File: src/rtl/assert_macros.svh
// Assertion helpers for the RTL.
`ifndef ASSERT_MACROS_SVH
`define ASSERT_MACROS_SVH

`ifndef SYNTHESIS

// Property must hold at every rising clock edge outside reset.
`define ASSERT_ALWAYS(label, clk, rst, prop) \
  label: assert property (@(posedge clk) disable iff (rst) (prop)) \
    else $error("assertion failed: label");

// Condition must never be true outside reset.
`define ASSERT_NEVER(label, clk, rst, cond) \
  label: assert property (@(posedge clk) disable iff (rst) !(cond)) \
    else $error("assertion failed: label");

`else

`define ASSERT_ALWAYS(label, clk, rst, prop)
`define ASSERT_NEVER(label, clk, rst, cond)

`endif

`endif

File: src/rtl/swmm_pkg.sv
package swmm_pkg;

  localparam int SAMPLE_W       = 32;
  localparam int CFG_W          = 7;
  localparam int CFG_RESET      = 3;
  localparam int WINDOW_MAX_DEF = 64;

  // Partial min/max of a window walk, accumulated from cell 0 upward.
  typedef struct packed {
    logic                       valid;
    logic signed [SAMPLE_W-1:0] lo;
    logic signed [SAMPLE_W-1:0] hi;
  } token_t;

  typedef enum logic [1:0] {
    ST_IDLE = 2'b01,
    ST_WALK = 2'b10
  } state_t;

endpackage

File: src/rtl/swmm_cell.sv
module swmm_cell
  import swmm_pkg::*;
#(
  parameter int CNT_W = 7,
  parameter int IDX   = 0
) (
  input  logic                       clk,
  input  logic                       rst,
  input  logic                       shift_en,
  input  logic signed [SAMPLE_W-1:0] shift_in,
  output logic signed [SAMPLE_W-1:0] shift_out,
  input  logic                       advance,
  input  logic [CNT_W-1:0]           win,
  input  token_t                     tin,
  output token_t                     tout,
  output token_t                     res
);

  logic signed [SAMPLE_W-1:0] held;
  logic                       tv;
  logic signed [SAMPLE_W-1:0] lo;
  logic signed [SAMPLE_W-1:0] hi;
  logic signed [SAMPLE_W-1:0] cur;
  logic                       last;

  // The sample being loaded counts as held for a token entering this cycle.
  assign cur  = shift_en ? shift_in : held;
  assign last = (win == CNT_W'(IDX + 1));

  always_ff @(posedge clk) begin
    if (shift_en) begin
      held <= shift_in;
    end
  end

  always_ff @(posedge clk) begin
    if (rst) begin
      tv <= 1'b0;
    end else if (advance) begin
      tv <= tin.valid;
    end
  end

  always_ff @(posedge clk) begin
    if (advance) begin
      lo <= (cur < tin.lo) ? cur : tin.lo;
      hi <= (cur > tin.hi) ? cur : tin.hi;
    end
  end

  assign shift_out = held;

  // Pass the token on unless this cell closes the window.
  assign tout.valid = tv & ~last;
  assign tout.lo    = lo;
  assign tout.hi    = hi;

  assign res.valid = tv & last;
  assign res.lo    = res.valid ? lo : '0;
  assign res.hi    = res.valid ? hi : '0;

endmodule

File: config.mk
export PLATFORM = sky130hd
export DESIGN_NAME = swmm_cell
export DESIGN_NICKNAME = d
export VERILOG_FILES = /design/src/rtl/assert_macros.svh /design/src/rtl/swmm_pkg.sv /design/src/rtl/swmm_cell.sv
export SDC_FILE = /design/constraint.sdc
export NUM_CORES = 1
export LEC_CHECK = 0
export BUFFER_PORTS_ARGS = -buffer_cell sky130_fd_sc_hd__clkbuf_2
export CAP_MARGIN = 10
export CORE_ASPECT_RATIO = 0.75
export CORE_MARGIN = 2
export CORE_UTILIZATION = 55
export CTS_CLUSTER_SIZE = 8
export DETAILED_ROUTE_END_ITERATION = 16
export PLACE_DENSITY_LB_ADDON = 0.2
export SYNTH_ARGS = -nofsm -noshare
export SYNTH_HDL_FRONTEND = slang
export SYNTH_SLANG_ARGS = --single-unit
File: constraint.sdc
create_clock -name clk -period 8.1 [get_ports clk]
set_clock_uncertainty 0.2 [all_clocks]
set_input_delay 0.81 -clock clk [delete_from_list [all_inputs] [get_ports clk]]
set_output_delay 0.81 -clock clk [all_outputs]
set_load 0.02 [all_outputs]
# [Word level (Yosys, flattened, before mapping)]
# Index checks and enable logic that the tools add are counted.
# Widths: inputs -> output; s select.
[word_totals] out_inout_bits=162 regBits=97 inputBits=108
[op_classes] bitwise=3 order_cmp=2 n_eq_ne=1 muxes=5
[ops] cell="$mux 32" count=5
[ops] cell="$gt 32x32->1" count=1
[ops] cell="$lt 32x32->1" count=1
[ops] cell="$eq 7x1->1 const B" count=1
[ops] cell="$and 1x1->1" count=2
[ops] cell="$not 1->1" count=1

# [Logic depth before layout (Yosys ltp)]
# Gate-level depths: netlist of run 1.
[depth] depth_word=3 mapped_depth=14 mapped_depth_nobuf=9

# [Least setup slack after synthesis of run 1]
# OpenSTA, ideal clock, no wires.
[synth_path] path_kind="in2reg" startpoint="input port shift_en" endpoint="register hi[15] (data pin)" arrival_time_ns=3.723 required_ns=7.635 n_path_buf=4 path_slack_ns=3.912 path_stages=13 cell_sequence="buf_2 > buf_1 > mux2_2 > ha_1 > nand4_2 > or4_4 > or2_1 > buf_6 > buf_6 > nand3_2 > a21oi_1 > nor4_1 > o21ai_1"
[synth_between] elab_chain_cells=3
[synth_rtl] item="from (decl)" line="swmm_cell.sv:9" source="input logic shift_en,"
[synth_rtl] item="$mux 32"
[synth_rtl] item="via cur[31]" line="swmm_cell.sv:23" source="logic signed [SAMPLE_W-1:0] cur;"
[synth_rtl] item="$gt 32x32->1" line="swmm_cell.sv:47" source="hi <= (cur > tin.hi) ? cur : tin.hi;"
[synth_rtl] item="$mux 32" line="swmm_cell.sv:47"
[synth_rtl] item="to (signal assigned)" line="swmm_cell.sv:47"
[synth_rtl] item="to (decl)" line="swmm_cell.sv:22" source="logic signed [SAMPLE_W-1:0] hi;"
# The timed path passes the listed nets, and every way through them passes these cells.
# A chain may end at the register's enable or synchronous reset.

# [Final worst setup path of run 1]
[layout_path] startpoint="input port shift_en" endpoint="register lo[29] (data pin)"
[layout_between] elab_chain_cells=3
[layout_rtl] item="$mux 32"
[layout_rtl] item="via cur[31]" line="swmm_cell.sv:23"
[layout_rtl] item="$lt 32x32->1" line="swmm_cell.sv:46" source="lo <= (cur < tin.lo) ? cur : tin.lo;"
[layout_rtl] item="$mux 32" line="swmm_cell.sv:46"
[layout_rtl] item="to (signal assigned)" line="swmm_cell.sv:46"
[layout_rtl] item="to (decl)" line="swmm_cell.sv:21" source="logic signed [SAMPLE_W-1:0] lo;"
# The timed path passes the listed nets, and every way through them passes these cells.

==> impl_metrics.sql, run 1 <==
INSERT INTO impl_metrics (metric_group, metric, value, unit) VALUES
('place', 'place_inst', '1328', ''),
('cells_and_area', 'layout_cells_sized_above_1', '0.3208', ''),
('run_status', 'result_of_the_run', 'complete, no violations', ''),
('sta', 'rsz0062_at_grt', 'no', ''),
('clock_tree', 'number_of_buffers_added_for_setup_after_cts', '0', ''),
('detailed_routing', 'detail_route.wirelength', '24580', 'um'),
('global_routing', 'grt.total_usage', '0.3008', ''),
('critical_path', 'critical_path.slowest_cell', 'ha_2', ''),
('synthesis', 'largest_cells_by_area_after_synthesis', 'edfxtp_1, ha_1, dfxtp_1', ''),
('synthesis', 'asr_flop_ratio_synth', '0', ''),
('synthesis', 'postSynthNetCount', '1093', ''),
('synthesis', 'dominant_register_cell_in_the_synthesized_netlist', 'edfxtp_1', ''),
('synthesis', 'synth_edf_count', '64', ''),
('critical_path', 'timing.critical_path.from', 'shift_en', ''),
('floorplan', 'io_pins', '270', ''),
('critical_path', 'timing.critical_path.slowest_cell_delay', '1.10', 'ns'),
('clock_tree', 'clock_path_buffers', '2', ''),
('critical_path', 'regToRegStartpoint', 'shift_out[31]', ''),
('cells_and_area', 'multiInputGateArea', '0.004972', 'sq mm'),
('clock_tree', 'cts_tree', 'yes', ''),
('cells_and_area', 'fin_cells', '1345', ''),
('synthesis', 'synthMostInstantiatedCell', 'a21oi_1', ''),
('detailed_routing', 'drt_iter0_drc', '745', ''),
('floorplan', 'floorplan.core_area', '0.01445', 'sq mm'),
('place', 'place.gp.congestion', '0.8559', ''),
('global_routing', 'globalRouteOverflowTotal', '0', ''),
('critical_path', 'critPathKind', 'primary input to flop', ''),
('worst_hold_path', 'worst_hold_path_startpoint', 'tv', ''),
('clock_tree', 'clock_sinks', '97', ''),
('pwr', 'irDropWorstVdd', '0.00009204', 'V'),
('synthesis', 'syn-cell-area', '0.008112', 'sq mm'),
('clock_tree', 'cts_made_buffers', '9', ''),
('clock_tree', 'htree_num_levels', '3', ''),
('detailed_routing', 'drc_violation_count_after_routing', '0', ''),
('sta', 'worst-slew-pin-transition', '1.115', 'ns'),
('critical_path', 'crit_family', 'simple AND/OR/NAND/NOR gates', ''),
('global_routing', 'grt_max_degree', '75', ''),
('critical_path', 'worst_path_max_fanout', '66', ''),
('floorplan', 'fp.dieArea', '0.01575', 'sq mm'),
('clock_tree', 'clk_pin_slew', '0.07', 'ns'),
('run', 'cap_viol_max_count', '0', ''),
('pwr', 'cell_area_power_density', '183.8', 'mW/mm^2'),
('detailed_routing', 'vias_per_cell', '5.900', ''),
('critical_path', 'arrival', '5.68', 'ns'),
('clock_tree', 'cts_repair_resize_count', '0', ''),
('synthesis', 'synth_seq_area_share', '0.3184', ''),
('sta', 'setup_tns', '0', 'ns'),
('synthesis', 'number_of_instances_in_the_synthesized_netlist', '922', ''),
('synthesis', 'postSynthAreaPerCell', '8.798', 'sq um'),
('critical_path', 'cp_cell_sequence', 'clkbuf_2 -> mux2_2 -> ha_2 -> nand4_1 -> nor4_1 -> o311ai_2 -> o211ai_2 -> or2_2 -> mux2i_1 -> o22ai_1', ''),
('sta', 'achievable-frequency', '171.3', 'MHz'),
('floorplan', 'placement_rows', '38', ''),
('floorplan', 'floorplan.initialDensity', '0.5612', ''),
('detailed_routing', 'remaining_antenna_violation_count_after_routing', '0', ''),
('sta', 'setup_viol', '0', ''),
('critical_path', 'startpoint_type', 'primary input', ''),
('critical_path', 'worstSetupEndpointType', 'flop', ''),
('cells_and_area', 'final-seq-area', '0.002582', 'sq mm'),
('floorplan', 'height_of_the_die', '109.2', 'um'),
('synthesis', 'synth_warn', '0', ''),
('cells_and_area', 'final_nets', '1310', ''),
('synthesis', 'ys_seq_elements', '97', ''),
('synthesis', 'post_synth_num_cell_types', '51', ''),
('global_routing', 'grt_pass1_vias', '7038', ''),
('sta', 'timing.final.hold_violations', '0', ''),
('synthesis', 'synth.largest_area_cell', 'edfxtp_1', ''),
('place', 'port-buffer-count', '269', ''),
('sta', 'min_period_over_period', '0.7208', ''),
('critical_path', 'worst_ep_required_time', '7.95', 'ns'),
('synthesis', 'synth.top_cells.by_count', 'a21oi_1, and2_1, inv_1, edfxtp_1, ha_1', ''),
('clock_tree', 'worst_skew_pair.late_latency', '0.35', 'ns');
report_power, final:
| group | switching (W) | internal [W] |
|---|---|---|
| clock | 0.000205 | 0.000243 |
| combinational | 0.000433 | 0.000257 |
| sequential | 0.0000391 | 0.000622 |
per-stage QoR:
stage	setup slack, ns	instance area (sq um)	hold WS, ns	total power, W	util
6_report	2.261	9788	0.3335	0.001799	0.6772
5_1_grt	1.945	9786	0.4254	0.001892	0.6770
4_1_cts	2.397	9786	0.3381	0.001799	0.6770
3_5_place_dp	2.038	9485	0.3231	0.001354	0.6563
3_3_place_gp	2.214	9485	0.2992	0.001338	0.6563
2_1_floorplan	3.912	8112	0.2751	0.001141	-
per-layer routing:
metal / up-vias / share of wire / global-route usage / wire length (um)
li1: 3814 / - / - / -
met4: 4 / 0.014 / 0.08252 / 354
met3: 32 / 0.084 / 0.06675 / 2057
met1: 3714 / 0.45 / 0.4134 / 11030
met2: 371 / 0.45 / 0.4810 / 11110
met5: - / 0.0011 / 0 / 27
layout make-up:
| cell class | count | share of cell area |
|---|---|---|
| Clock buffer | 9 | 0.02301 |
| Tap cell | 200 | 0.02557 |
| Inverter | 65 | 0.02493 |
| Antenna cell | 1 | 0.0002557 |
| Multi-Input combinational cell | 685 | 0.5080 |
| Clock inverter | 7 | 0.007670 |
| Sequential cell | 97 | 0.2638 |
| Timing Repair Buffer | 281 | 0.1467 |
worst reg2reg max path, cell delays in order (launching register included):
cell,delay [ns]
dfxtp_1,0.31
mux2_2,0.33
ha_2,1.10
nand4_1,0.32
nor4_1,0.65
o311ai_2,0.22
o211ai_2,0.11
or2_2,0.82
mux2i_1,0.33
o22ai_1,0.11
placed cells by master (no fill, tap or decap), drive strengths merged, types with 2 or more instances in the layout:
master | netlist | routed
nor3b | 31 | 31
o211ai | 3 | 3
mux2 | 31 | 31
a21oi | 87 | 87
o31ai | 33 | 33
a21boi | 3 | 3
nor3 | 4 | 4
o21ai | 40 | 40
inv | 65 | 68
or2 | 3 | 3
and2 | 65 | 65
nor4 | 34 | 34
nand2b | 33 | 33
nand2 | 50 | 50
or4 | 2 | 2
o22ai | 32 | 32
buf | 26 | 13
clkbuf | 49 | 277
edfxtp | 64 | 64
mux2i | 33 | 33
nand3 | 37 | 37
dfxtp | 33 | 33
clkinv | 0 | 2
ha | 63 | 63
nand4 | 14 | 14
nor2 | 39 | 39
nor2b | 2 | 2
nor4bb | 32 | 32
a211oi | 2 | 2
path summary, 6_finish.rpt:
| path | slack (ns) | cells past startpoint | endpoint |
|---|---|---|---|
| worst max-delay path | 2.26 | 10 | lo[29] |
| worst max register to register | 3.29 | 9 | lo[29] |
| worst min-delay path | 0.33 | 2 | tv |
| worst min register to register | 0.33 | 2 | tv |
logic make-up after synthesis:
kind of cell / after synthesis / share of synthesized area
compound gates: 210 / 0.1538
fa+ha+maj: 63 / 0.09718
buf+inv: 140 / 0.07296
flops: 97 / 0.3184
mux: 64 / 0.08530
simple gates: 348 / 0.2724
registers in the layout, indices dropped and copies added (netlist names):
name       count
shift_out     32
hi            32
lo            32
tv             1
No activity file was read; power rests on OpenSTA's default activity.
==> run 2, diff against run 1 <==
CORE_UTILIZATION = 52   (was 55)
clock period = 5.8 ns   (was 8.1 ns; I/O delays follow)
==> run 2 against run 1 <==
- clock-buffer cell count unchanged
- sequential share of layout area down 0.15 points
- total power up 38%
- non-clock buffer count up 5
- global-route usage down 0.62 points
- final cell count up 0.67%
- worst hold slack worse by 0.15 ns
- clock power up 31%
- critical endpoint is now hi[5]
==> impl_metrics.sql, run 2 (synthesis results as in run 1) <==
INSERT INTO impl_metrics (metric_group, metric, value, unit) VALUES
('run_status', 'result_of_the_run', 'complete, no violations', ''),
('clock_tree', 'clk_pin_slew', '0.07', 'ns'),
('critical_path', 'worst_ep_required_time', '5.70', 'ns'),
('critical_path', 'r2r-end', 'hi[5]', ''),
('run', 'cap_viol_max_count', '0', ''),
('cells_and_area', 'mostFrequentLayoutCells', 'clkbuf_2, a21oi_1, inv_1, and2_1, edfxtp_1', ''),
('place', 'port-buffer-count', '269', ''),
('cells_and_area', 'n_antenna_cell', '0', ''),
('sta', 'min_period_over_period', '0.7676', ''),
('clock_tree', 'worst_skew_pair.late_latency', '0.36', 'ns'),
('sta', 'achievable-frequency', '224.6', 'MHz'),
('detailed_routing', 'remaining_antenna_violation_count_after_routing', '0', ''),
('clock_tree', 'htree_num_levels', '3', ''),
('global_routing', 'grt.total_usage', '0.2946', ''),
('pwr', 'power.static_leakage', '4.571', 'nW'),
('worst_hold_path', 'worst_hold_path_startpoint', 'rst', ''),
('sta', 'setup_tns', '0', 'ns'),
('detailed_routing', 'detail_route.wirelength', '25140', 'um'),
('clock_tree', 'cts_tree', 'yes', ''),
('critical_path', 'startpoint_type', 'primary input', ''),
('sta', 'worst-slew-pin-transition', '1.044', 'ns'),
('place', 'place_inst', '1338', ''),
('place', 'place.gp.congestion', '0.9181', ''),
('pwr', 'power.share.clock', '0.234', ''),
('floorplan', 'io_pins', '270', ''),
('global_routing', 'grt_pass1_wl', '38300', 'um'),
('sta', 'setup_viol', '0', ''),
('critical_path', 'worst_r2r_path_depth', '10', ''),
('critical_path', 'reg2reg_setup_slack', '1.92', 'ns'),
('place', 'place.detailed.hpwl', '18610', 'um'),
('pwr', 'irDropWorstVdd', '0.0001601', 'V'),
('sta', 'rsz0062_at_grt', 'no', ''),
('cells_and_area', 'filler_cell_count', '1336', ''),
('detailed_routing', 'drt_iter0_drc', '841', ''),
('floorplan', 'height_of_the_die', '112.2', 'um'),
('global_routing', 'antenna_found_initial', '1', ''),
('pwr', 'cell_area_power_density', '253.1', 'mW/mm^2'),
('clock_tree', 'cts_repair_resize_count', '0', ''),
('detailed_routing', 'num_vias', '7902', ''),
('critical_path', 'critPathKind', 'primary input to flop', ''),
('sta', 'timing.final.max_slew_violations', '0', ''),
('clock_tree', 'clock_path_buffers', '2', ''),
('pwr', 'pwr-share-seq', '0.370', ''),
('cells_and_area', 'layout-area-overhead-vs-synth', '21.36', '%'),
('global_routing', 'grt_max_degree', '111', ''),
('critical_path', 'arrival', '4.35', 'ns'),
('sta', 'timing.final.hold_violations', '0', ''),
('cells_and_area', 'mostFrequentLayoutCell', 'clkbuf_2', ''),
('critical_path', 'worst_path_max_fanout', '29', ''),
('clock_tree', 'cts_made_buffers', '9', ''),
('cells_and_area', 'fin_cells', '1354', ''),
('sta', 'slew_headroom', '0.3037', ''),
('critical_path', 'worstSetupEndpointType', 'flop', ''),
('floorplan', 'fp.dieArea', '0.01662', 'sq mm'),
('pwr', 'p_switching', '0.0009621', 'W'),
('sta', 'finalWorstPathRequiredPeriod', '4.452', 'ns'),
('pwr', 'cell_internal_pwr', '0.001529', 'W'),
('detailed_routing', 'drc_violation_count_after_routing', '0', ''),
('detailed_routing', 'vias_per_cell', '5.836', ''),
('global_routing', 'globalRouteOverflowTotal', '0', ''),
('clock_tree', 'cts.root.buffer_cell', 'clkbuf_16', ''),
('pwr', 'sw_frac_of_total', '0.3861', ''),
('detailed_routing', 'firstDrtPassIters', '6', ''),
('clock_tree', 'cts.hold.buffers_added', '0', ''),
('critical_path', 'regToRegStartpoint', 'shift_out[31]', ''),
('clock_tree', 'clock_sinks', '97', ''),
('cells_and_area', 'layout_cells_sized_above_1', '0.3238', ''),
('global_routing', 'grt_pass1_vias', '6932', ''),
('pwr', 'share_comb_of_total_power', '0.395', ''),
('floorplan', 'placement_rows', '39', ''),
('floorplan', 'floorplan.initialDensity', '0.5328', ''),
('floorplan', 'floorplan.core_area', '0.01522', 'sq mm'),
('clock_tree', 'number_of_buffers_added_for_setup_after_cts', '0', ''),
('worst_hold_path', 'worst_hold_stages', '2', ''),
('worst_hold_path', 'worstHoldPathType', 'primary input to flop', ''),
('detailed_routing', 'routed_wire_length_per_instance', '18.56', 'um'),
('worst_hold_path', 'holdPathEnd', 'tv', ''),
('cells_and_area', 'final_nets', '1315', ''),
('floorplan', 'die_width', '148.2', 'um');
## run 2: changes by cell type in the layout (fill, tap and decap cells not counted)
cell        delta
diode_2        -1
buf_4          +2
bufinv_16      -1
buf_12         +3
clkinvlp_4     +1
## run 2: cell type report
class | instances | area (sq um) | share of cell area
Inverter | 65 | 244.0 | 0.02478
Tap cell | 205 | 256.5 | 0.02605
Clock inverter | 7 | 52.55 | 0.005338
Sequential cell | 97 | 2582 | 0.2623
Timing Repair Buffer | 286 | 1511 | 0.1535
Multi-Input combinational cell | 685 | 4972 | 0.5051
Clock buffer | 9 | 225.2 | 0.02288
## run 2: worst max-delay path, cell delays in order
cell      delay, ns
clkbuf_2       0.48
buf_12         0.23
mux2_2         0.42
ha_1           0.34
nand4_1        0.17
or4_1          0.58
or2_2          0.59
buf_4          0.34
nand3_1        0.14
a21oi_1        0.08
nor4_1         0.27
o21ai_1        0.10
## run 2: routing by layer
layer	GRT usage	up-vias	part of all wire
met2	0.4343	416	0.43
met5	0	-	0
met4	0.06349	0	0.014
li1	-	3823	-
met1	0.4342	3635	0.46
met3	0.07886	28	0.098
## run 2: power by group through the flow
stage | combinational [W] | sequential, W | clock, W
floorplan | 0.000550 | 0.00104 | 0
global placement | 0.000956 | 0.000936 | 0
detailed placement | 0.000967 | 0.000938 | 0
CTS | 0.000972 | 0.000924 | 0.000598
global route | 0.00107 | 0.000933 | 0.000619
finish | 0.000985 | 0.000923 | 0.000584
## run 2: worst max path at each step
stage	startpoint	endpoint	slack, ns	cells after the start
6_report	shift_en	hi[5]	1.35	12
5_1_grt	shift_en	hi[7]	1.11	12
4_1_cts	shift_en	hi[5]	1.42	12
3_5_place_dp	shift_en	hi[11]	1.03	12
3_3_place_gp	shift_en	hi[6]	1.13	12
2_1_floorplan	shift_en	hi[15]	1.84	13
## run 2: per-stage QoR
step | setup WS [ns] | hold WS, ns | power [W] | utilization | instance area [sq um]
final | 1.348 | 0.1854 | 0.002492 | 0.6466 | 9844
after global routing | 1.108 | 0.1811 | 0.002627 | 0.6466 | 9844
after CTS | 1.415 | 0.1739 | 0.002494 | 0.6466 | 9844
after detailed placement | 1.030 | 0.3410 | 0.001905 | 0.6284 | 9567
after global placement | 1.133 | 0.3118 | 0.001892 | 0.6284 | 9567
after floorplan | 1.842 | 0.2751 | 0.001594 | - | 8112
==> run 3, diff against run 2 <==
clock period = 4.3 ns   (was 5.8 ns; I/O delays follow)
==> run 3 against run 2 <==
- final cell count increased by 1.4%
- routed wire length shrank 0.61%
- worst setup slack worse by 0.89 ns
- via count rose by 1.1%
- clock power grew 35%
- total power rose by 36%
- global-route usage decreased by 0.24 points
- sequential power rose by 34%
- final area rose by 1.8%
- sequential share of layout area down 0.47 points
- critical path type unchanged
==> impl_metrics.sql, run 3 (synthesis results as in run 1) <==
INSERT INTO impl_metrics (metric_group, metric, value, unit) VALUES
('place', 'port-buffer-count', '269', ''),
('detailed_routing', 'detail_route.wirelength', '24980', 'um'),
('pwr', 'share_comb_of_total_power', '0.398', ''),
('detailed_routing', 'remaining_antenna_violation_count_after_routing', '0', ''),
('sta', 'min_period_over_period', '0.8931', ''),
('cells_and_area', 'mostFrequentLayoutCells', 'clkbuf_2, a21oi_1, inv_1, and2_1, edfxtp_1', ''),
('critical_path', 'r2r-end', 'hi[28]', ''),
('floorplan', 'io_pins', '270', ''),
('clock_tree', 'cts_repair_resize_count', '0', ''),
('pwr', 'irDropWorstVdd', '0.0002052', 'V'),
('pwr', 'cell_area_power_density', '337.0', 'mW/mm^2'),
('critical_path', 'regToRegStartpoint', 'shift_out[31]', ''),
('pwr', 'p_switching', '0.001295', 'W'),
('clock_tree', 'clock_sinks', '97', ''),
('sta', 'achievable-frequency', '260.4', 'MHz'),
('global_routing', 'globalRouteOverflowTotal', '0', ''),
('critical_path', 'crit_top_cell', 'buf_12', ''),
('critical_path', 'critPathKind', 'primary input to flop', ''),
('clock_tree', 'cts_tree', 'yes', ''),
('clock_tree', 'cts.hold.buffers_added', '0', ''),
('pwr', 'cell_internal_pwr', '0.002084', 'W'),
('critical_path', 'worst_ep_required_time', '4.21', 'ns'),
('clock_tree', 'clk_pin_slew', '0.08', 'ns'),
('cells_and_area', 'final_nets', '1334', ''),
('clock_tree', 'cts.root.buffer_cell', 'clkbuf_16', ''),
('clock_tree', 'cts_made_buffers', '9', ''),
('worst_hold_path', 'worstHoldPathType', 'primary input to flop', ''),
('critical_path', 'arrival', '3.75', 'ns'),
('sta', 'finalWorstPathRequiredPeriod', '3.840', 'ns'),
('pwr', 'sw_frac_of_total', '0.3833', ''),
('floorplan', 'floorplan.core_area', '0.01522', 'sq mm'),
('sta', 'timing.final.max_slew_violations', '0', ''),
('floorplan', 'fp.dieArea', '0.01662', 'sq mm'),
('worst_hold_path', 'worst_hold_stages', '2', ''),
('clock_tree', 'number_of_buffers_added_for_setup_after_cts', '0', ''),
('sta', 'slew_headroom', '0.2720', ''),
('sta', 'setup_viol', '0', ''),
('cells_and_area', 'fin_cells', '1373', ''),
('critical_path', 'critical_path.slowest_cell', 'or4_1', ''),
('place', 'place_inst', '1357', ''),
('critical_path', 'reg2reg_setup_slack', '0.73', 'ns'),
('place', 'post-place-ws', '0.09899', 'ns'),
('cells_and_area', 'layout-area-overhead-vs-synth', '23.60', '%'),
('sta', 'worst_slack', '0.4596', 'ns'),
('cells_and_area', 'n_antenna_cell', '0', ''),
('place', 'place.gp.congestion', '0.9543', ''),
('place', 'place.detailed.hpwl', '18770', 'um'),
('critical_path', 'worst_r2r_path_depth', '10', ''),
('sta', 'timing.final.hold_violations', '0', ''),
('sta', 'setup_tns', '0', 'ns'),
('critical_path', 'cp_cell_sequence', 'clkbuf_2 -> buf_12 -> mux2_2 -> ha_1 -> nand4_1 -> or4_1 -> or2_2 -> buf_12 -> nand3_2 -> a21oi_1 -> nor4_1 -> o21ai_1', ''),
('detailed_routing', 'drt_iter0_drc', '831', ''),
('global_routing', 'grt.total_usage', '0.2922', ''),
('detailed_routing', 'num_vias', '7988', ''),
('cells_and_area', 'mostFrequentLayoutCell', 'clkbuf_2', ''),
('clock_tree', 'worst_skew_pair.late_latency', '0.36', 'ns'),
('run_status', 'result_of_the_run', 'complete, no violations', ''),
('critical_path', 'cp_num_buf_inv', '3', ''),
('detailed_routing', 'vias_per_cell', '5.818', ''),
('global_routing', 'grt_pass1_vias', '7026', ''),
('critical_path', 'crit_family', 'simple AND/OR/NAND/NOR gates', ''),
('detailed_routing', 'drc_violation_count_after_routing', '0', ''),
('global_routing', 'grt_pass1_wl', '38070', 'um'),
('cells_and_area', 'filler_cell_count', '1321', ''),
('clock_tree', 'clock_path_buffers', '2', ''),
('worst_hold_path', 'worst_hold_path_startpoint', 'rst', ''),
('worst_hold_path', 'holdPathEnd', 'tv', ''),
('run', 'cap_viol_max_count', '0', ''),
('sta', 'rsz0062_at_grt', 'no', ''),
('critical_path', 'timing.critical_path.from', 'shift_en', ''),
('clock_tree', 'htree_num_levels', '3', ''),
('pwr', 'pwr-share-seq', '0.368', ''),
('detailed_routing', 'routed_wire_length_per_instance', '18.19', 'um'),
('floorplan', 'floorplan.initialDensity', '0.5328', ''),
('floorplan', 'height_of_the_die', '112.2', 'um'),
('floorplan', 'placement_rows', '39', ''),
('pwr', 'power.share.clock', '0.234', ''),
('critical_path', 'worst_path_max_fanout', '33', ''),
('critical_path', 'worstSetupEndpointType', 'flop', ''),
('sta', 'worst-slew-pin-transition', '1.092', 'ns'),
('global_routing', 'grt_max_degree', '68', ''),
('floorplan', 'die_width', '148.2', 'um'),
('global_routing', 'antenna_found_initial', '2', ''),
('cells_and_area', 'layout_cells_sized_above_1', '0.3348', ''),
('critical_path', 'timing.critical_path.slowest_cell_delay', '0.51', 'ns'),
('pwr', 'power.static_leakage', '4.682', 'nW'),
('critical_path', 'startpoint_type', 'primary input', ''),
('detailed_routing', 'firstDrtPassIters', '6', '');
run 3: cell count changes in the layout (fill, tap and decap cells not counted), sizes merged:
| cell | delta |
|---|---|
| clkinv | +2 |
| buf | +19 |
| clkinvlp | -1 |
| inv | -1 |
run 3: worst max path at each step:
stage                  end  slack, ns  cells past startpoint
CTS                 hi[28]       0.47                     12
global route        hi[28]       0.25                     12
global placement    hi[28]       0.21                     12
finish              hi[28]       0.46                     12
detailed placement  hi[28]        0.1                     12
floorplan           hi[15]       0.49                     13
run 3: layout make-up:
type	instances	area, sq um	share of cell area
inverters	65	244.0	0.02434
flip-flops and latches	97	2582	0.2576
clock buffers	9	225.2	0.02246
clock inverters	7	53.80	0.005366
multi-input cells	685	4972	0.4959
repair buffers	305	1692	0.1687
well taps	205	256.5	0.02558
run 3: worst reg2reg max path, delay by kind of cell, from the launching register on:
kind                     cells  cell delay (ns)
multiplexers                 1             0.37
flip-flops                   1             0.33
AO/OA/AOI/OAI                2             0.19
adder cells (fa/ha/maj)      1             0.31
AND/OR/NAND/NOR              5             1.63
buffers and inverters        1             0.27
run 3: per-layer routing:
metal | track usage | part of all wire | up-vias | wire length, um
li1 | - | - | 3865 | -
met1 | 0.4365 | 0.46 | 3704 | 11430
met2 | 0.4216 | 0.42 | 378 | 10510
met3 | 0.08049 | 0.11 | 37 | 2636
met4 | 0.06349 | 0.015 | 4 | 375
met5 | 0 | 0.0011 | - | 27
run 3: power by group through the flow:
| stage | sequential [W] | clock, W | combinational [W] |
|---|---|---|---|
| 4_1_cts | 0.00125 | 0.000804 | 0.00133 |
| 6_report | 0.00124 | 0.000791 | 0.00134 |
| 2_1_floorplan | 0.00141 | 0 | 0.000742 |
| 3_3_place_gp | 0.00126 | 0 | 0.00131 |
| 5_1_grt | 0.00126 | 0.000835 | 0.00147 |
| 3_5_place_dp | 0.00127 | 0 | 0.00133 |
run 3: metrics by stage:
stage	util	hold slack, ns	instance area, sq um	power [W]
floorplan	-	0.2751	8112	0.002150
global placement	0.6402	0.3112	9747	0.002573
detailed placement	0.6402	0.3233	9747	0.002592
CTS	0.6585	0.007231	10030	0.003384
global route	0.6585	0.01868	10030	0.003564
finish	0.6585	0.01957	10030	0.003379
